`config.mk`:
```
export PLATFORM = sky130hd
export DESIGN_NAME = e2q_cordic
export DESIGN_NICKNAME = d
export VERILOG_FILES = /design/src/rtl/e2q_pkg.sv /design/src/rtl/e2q_cordic.sv
export SDC_FILE = /design/constraint.sdc
export NUM_CORES = 2
export LEC_CHECK = 0
export ABC_CLOCK_PERIOD_IN_PS = 5530
export BUFFER_PORTS_ARGS = -buffer_cell sky130_fd_sc_hd__buf_2
export CAP_MARGIN = 15
export CORE_ASPECT_RATIO = 1.25
export CORE_MARGIN = 5
export CORE_UTILIZATION = 35
export DETAILED_ROUTE_END_ITERATION = 16
export PLACE_DENSITY = 0.51
export SYNTH_ARGS = -nofsm -noshare
export SYNTH_HDL_FRONTEND = slang
export SYNTH_SLANG_ARGS = --single-unit
```
`constraint.sdc`:
```
create_clock -name i_clk -period 5.53 [get_ports i_clk]
set_input_delay 0.2765 -clock i_clk [delete_from_list [all_inputs] [get_ports i_clk]]
set_output_delay 0.2765 -clock i_clk [all_outputs]
set_load 0.03 [all_outputs]
```
`src/rtl/e2q_pkg.sv`:
```
// Shared constants, fixed-point helpers and the arctangent table for the
// roll-pitch-yaw to quaternion pipeline. No dependencies.
`timescale 1ns / 1ps
`default_nettype none
package e2q_pkg;

    // Number of entries in the arctangent table.
    localparam int TABLE_LEN = 24;

    // Q2.30 constants.
    localparam logic signed [31:0] GAIN_Q30    = 32'sd652032874;
    localparam logic signed [33:0] HALF_PI_Q30 = 34'sd1686629713;
    localparam logic signed [33:0] PI_Q30      = 34'sd3373259426;

    // Output limits in Q1.14.
    localparam logic signed [33:0] OUT_MAX = 34'sd16384;
    localparam logic signed [33:0] OUT_MIN = -34'sd16384;

    // Q2.30 value type used through the datapath.
    typedef logic signed [31:0] t_q30;

    // atan(2^-i) in Q2.30, truncated.
    function automatic t_q30 atan_q30(input int idx);
        case (idx)
            0:       return 32'sd843314856;
            1:       return 32'sd497837829;
            2:       return 32'sd263043836;
            3:       return 32'sd133525158;
            4:       return 32'sd67021686;
            5:       return 32'sd33543515;
            6:       return 32'sd16775850;
            7:       return 32'sd8388437;
            8:       return 32'sd4194282;
            9:       return 32'sd2097149;
            10:      return 32'sd1048575;
            11:      return 32'sd524287;
            12:      return 32'sd262143;
            13:      return 32'sd131071;
            14:      return 32'sd65535;
            15:      return 32'sd32767;
            16:      return 32'sd16383;
            17:      return 32'sd8191;
            18:      return 32'sd4095;
            19:      return 32'sd2047;
            20:      return 32'sd1023;
            21:      return 32'sd511;
            22:      return 32'sd255;
            23:      return 32'sd127;
            default: return 32'sd0;
        endcase
    endfunction

    // Q2.30 product, floored back to Q2.30.
    function automatic t_q30 mul_q30(input t_q30 a, input t_q30 b);
        logic signed [63:0] p;
        p = 64'(a) * 64'(b);
        return p[61:30];
    endfunction

    // Round to nearest (ties up) into Q1.14 and saturate.
    function automatic logic signed [15:0] to_q14(input logic signed [33:0] v);
        logic signed [33:0] t;
        t = (v + 34'sd32768) >>> 16;
        if (t > OUT_MAX) begin
            return 16'sd16384;
        end else if (t < OUT_MIN) begin
            return -16'sd16384;
        end
        return t[15:0];
    endfunction

endpackage
`default_nettype wire

```
`src/rtl/e2q_cordic.sv`:
```
// Pipelined rotation-mode CORDIC for one angle: halving, quadrant fold,
// one register stage per iteration and a sign-restore stage. Uses e2q_pkg.
`timescale 1ns / 1ps
`default_nettype none
module e2q_cordic #(
    parameter int ITERATIONS  = 16,
    parameter int ANGLE_WIDTH = 16
) (
    input  wire logic                          i_clk,
    input  wire logic                          i_en,
    input  wire logic signed [ANGLE_WIDTH-1:0] i_angle,
    output e2q_pkg::t_q30                      o_cos,
    output e2q_pkg::t_q30                      o_sin
);
    import e2q_pkg::*;

    localparam int STEPS = (ITERATIONS < TABLE_LEN) ? ITERATIONS : TABLE_LEN;

    t_q30 r_x    [0:STEPS];
    t_q30 r_y    [0:STEPS];
    t_q30 r_z    [0:STEPS];
    logic r_flip [0:STEPS];

    logic signed [33:0] n_half;

    // Halve the angle into Q2.30 radians.
    always_comb begin
        n_half = 34'(i_angle) <<< (32 - ANGLE_WIDTH);
    end

    // Fold into [-pi/2, pi/2]; the fold negates cosine and sine.
    always_ff @(posedge i_clk) begin
        if (i_en) begin
            r_x[0] <= GAIN_Q30;
            r_y[0] <= '0;
            if (n_half > HALF_PI_Q30) begin
                r_z[0]    <= 32'(n_half - PI_Q30);
                r_flip[0] <= 1'b1;
            end else if (n_half < -HALF_PI_Q30) begin
                r_z[0]    <= 32'(n_half + PI_Q30);
                r_flip[0] <= 1'b1;
            end else begin
                r_z[0]    <= n_half[31:0];
                r_flip[0] <= 1'b0;
            end
        end
    end

    // One micro-rotation per stage.
    for (genvar g = 0; g < STEPS; g++) begin : g_iter
        always_ff @(posedge i_clk) begin
            if (i_en) begin
                r_flip[g+1] <= r_flip[g];
                if (r_z[g] >= 0) begin
                    r_x[g+1] <= r_x[g] - (r_y[g] >>> g);
                    r_y[g+1] <= r_y[g] + (r_x[g] >>> g);
                    r_z[g+1] <= r_z[g] - atan_q30(g);
                end else begin
                    r_x[g+1] <= r_x[g] + (r_y[g] >>> g);
                    r_y[g+1] <= r_y[g] - (r_x[g] >>> g);
                    r_z[g+1] <= r_z[g] + atan_q30(g);
                end
            end
        end
    end

    // Restore the sign removed by the quadrant fold.
    always_ff @(posedge i_clk) begin
        if (i_en) begin
            o_cos <= r_flip[STEPS] ? -r_x[STEPS] : r_x[STEPS];
            o_sin <= r_flip[STEPS] ? -r_y[STEPS] : r_y[STEPS];
        end
    end

endmodule
`default_nettype wire

```
==> flow_summary.toml <==
[critical_path]
critPathLaunchType = "flop"
path_cells = "inv_1 > ha_1 > nand2b_1 > or3_1 > or3b_2 > or2_2 > or4_1 > nand2_1 > xnor2_1 > ha_1 > a21oi_1 > o221ai_1 > a21oi_1 > o21ai_0 > or3_1 > o211ai_1 > nand3b_1 > a21oi_2 > o31a_1 > o21bai_1 > xnor2_1"
critPathSlowestCell = "or4_1"
cp_num_buf_inv = 1
worstSetupPathType = "flop to flop"
arrival_ps = 5860
worstPathRequired_ps = 6160
endpoint_kind = "flop"
critPathMaxFanout = 4
worst_path_dominant_cell_family = "simple AND/OR/NAND/NOR gates"
max_stage_delay_ps = 520

[cells_and_area]
nFillCells = 33900
num-nets-final = 13900
syn_to_final_growth_pct = 10.5
utilization_pct = 38.8
layout-drive-gt1-share_pct = 5.47

[sta]
setup_viol = 0
worst_pin_slew_ps = 1120
min_period_ps = 5230
period_share_pct = 94.6
fin_setup_tns_ps = 0
relSlewSlack_pct = 24.6
holdWs_ps = 417
setup_slack_ps = 299
slew_viol_final = 0
fmax_ghz = 0.191
skew_ps = 72.9
hold_viol = 0
rsz0062_at_grt = "false"

[clocking]
cts_tree = "done"
h-tree-depth = 4
clock_path_buffers = 4
path_clk_slew_ps = 60
clock-sinks = 1472
clock_latency_ps = 890
cts-root-buf = "clkbuf_16"
cts_buffers = 174

[grt]
antenna_found_initial = 4
grt-ovfl-total = 0
grt_pass1_wl_um = 505000
busiest_layer = "met2"
grt_usage_pct = 17.6
use_met3_pct = 1.49
grt_util_met1_pct = 19.6
use_met2_pct = 34.1
grt_max_degree = 80
first_global_vias = 90300

[floorplanning]
initial_core_util_pct = 35.1
io_pins = 82
core_area_mm2 = 0.341
dieArea_mm2 = 0.354
row_count = 240
die_y_um = 664
die_w_um = 533

[yosys]
ys_warn_count = 0
yosysMostFrequentCell = "edfxtp_1"
syn-num-nets = 13700
synth-async-reset-ratio_pct = 0
synthFlopType = "edfxtp_1"
syn_area_mm2 = 0.120
yosys-top-cells-area = "edfxtp_1, ha_1, xnor2_1, a21oi_1, xor2_1"
synth_edf_count = 1472
synth-seq-cells = 1472
synthCells = 12400
netlist_top_cells_count = "edfxtp_1, xnor2_1, ha_1"
synth_area_leader_cell = "edfxtp_1"
synth_cell_types = 91
synth.avg_cell_area_um2 = 9.67
yosysTopAreaCellShare_pct = 36.9
synth_seq_area_share_pct = 36.9

[detailed_routing]
wirelength_um = 322000
vias = 91200
route.detailed.drc = 0
drtAntennaViolNets = 0
drt-initial-drc-count = 4884
drtPass1Iterations = 8
wire_per_inst_um = 18.7
vias_per_cell = 5.29

[status]
status = "completed"

[run]
maxCapViolations = 0

[placed_design]
place_ws_ps = 251
gp_congestion = 0.882
portBuffers = 81
dp_hpwl_um = 259000

[min_path]
hp-class = "flop to flop"
[state kept, by name, summed over array words and instances (netlist names)]
register  cells
o_cos        32
o_sin        32
r_flip       17
r_x         456
r_y         481
r_z         454
[per-layer routing]
layer | vias to the layer above | share of wire [%]
li1 | 46500 | -
met1 | 42900 | 40
met2 | 1255 | 53
met3 | 533 | 2.3
met4 | 2 | 4.2
met5 | - | 0.0056
[cells in the final DEF (no fill, tap or decap), drive strengths merged, types with 127 or more instances in the layout]
| cell | count |
|---|---|
| edfxtp | 1472 |
| xnor2 | 1258 |
| ha | 1243 |
| a21oi | 1152 |
| nor2 | 1007 |
| nand2 | 741 |
| o21ai | 650 |
| xor2 | 603 |
| a21o | 509 |
| inv | 496 |
| nor3 | 291 |
| buf | 286 |
| nand3 | 231 |
| o21a | 214 |
| clkbuf | 208 |
| nand2b | 188 |
| o31ai | 156 |
| nor2b | 149 |
| a31oi | 127 |
[cells by family after synthesis]
family                     share of synthesized area (%)
AOI/OAI and AO/OA                                   19.0
adders and majority gates                           13.5
muxes                                              0.840
buffers and inverters                               2.30
DFF                                                 36.9
xor gates and xnor gates                            13.6
other                                            0.00313
and+or+nand+nor                                     13.8
[per-stage QoR]
step	cell area (µm²)	std cells
finish	132000	17200
global route	132000	17200
CTS	132000	17200
detailed placement	127000	16900
global placement	126000	16900
floorplan	120000	12400
[worst paths after layout]
kind	from	end	slack (ps)	cells past startpoint
max	r_y[5][5]$_DFFE_PP_	r_x[6][31]$_DFFE_PP_	300	21
min reg2reg	r_flip[6]$_DFFE_PP_	r_flip[7]$_DFFE_PP_	420	0
min	r_flip[6]$_DFFE_PP_	r_flip[7]$_DFFE_PP_	420	0
max reg2reg	r_y[5][5]$_DFFE_PP_	r_x[6][31]$_DFFE_PP_	300	21
[area by class of cell]
type | count | area (µm²) | area share (%)
Antenna cell | 3 | 7.51 | 0.00567
Clock buffer | 208 | 4500 | 3.40
Clock inverter | 103 | 1060 | 0.804
Inverter | 485 | 1820 | 1.38
Multi-Input combinational cell | 10200 | 72800 | 55.0
Sequential cell | 1472 | 44200 | 33.4
Tap cell | 4477 | 5600 | 4.23
Timing Repair Buffer | 308 | 2300 | 1.74
[worst register-to-register path: stages (launching register included)]
cell and delay (ps):
edfxtp_1 440, inv_1 100, ha_1 170, nand2b_1 90
or3_1 420, or3b_2 470, or2_2 310, or4_1 520
nand2_1 130, xnor2_1 130, ha_1 280, a21oi_1 150
o221ai_1 130, a21oi_1 220, o21ai_0 130, or3_1 350
o211ai_1 240, nand3b_1 140, a21oi_2 230, o31a_1 150
o21bai_1 70, xnor2_1 120
[repair_timing]
action	CTS	global route
setup buffers	0	1
hold buffers	22	0
hold endpoints to repair	38	0
endpoints found under the setup margin	0	6
resized for setup	0	9
Power is left out: the tool's default activity adds up to more than one toggle a clock period on the data nets, which glitch-free logic cannot reach.
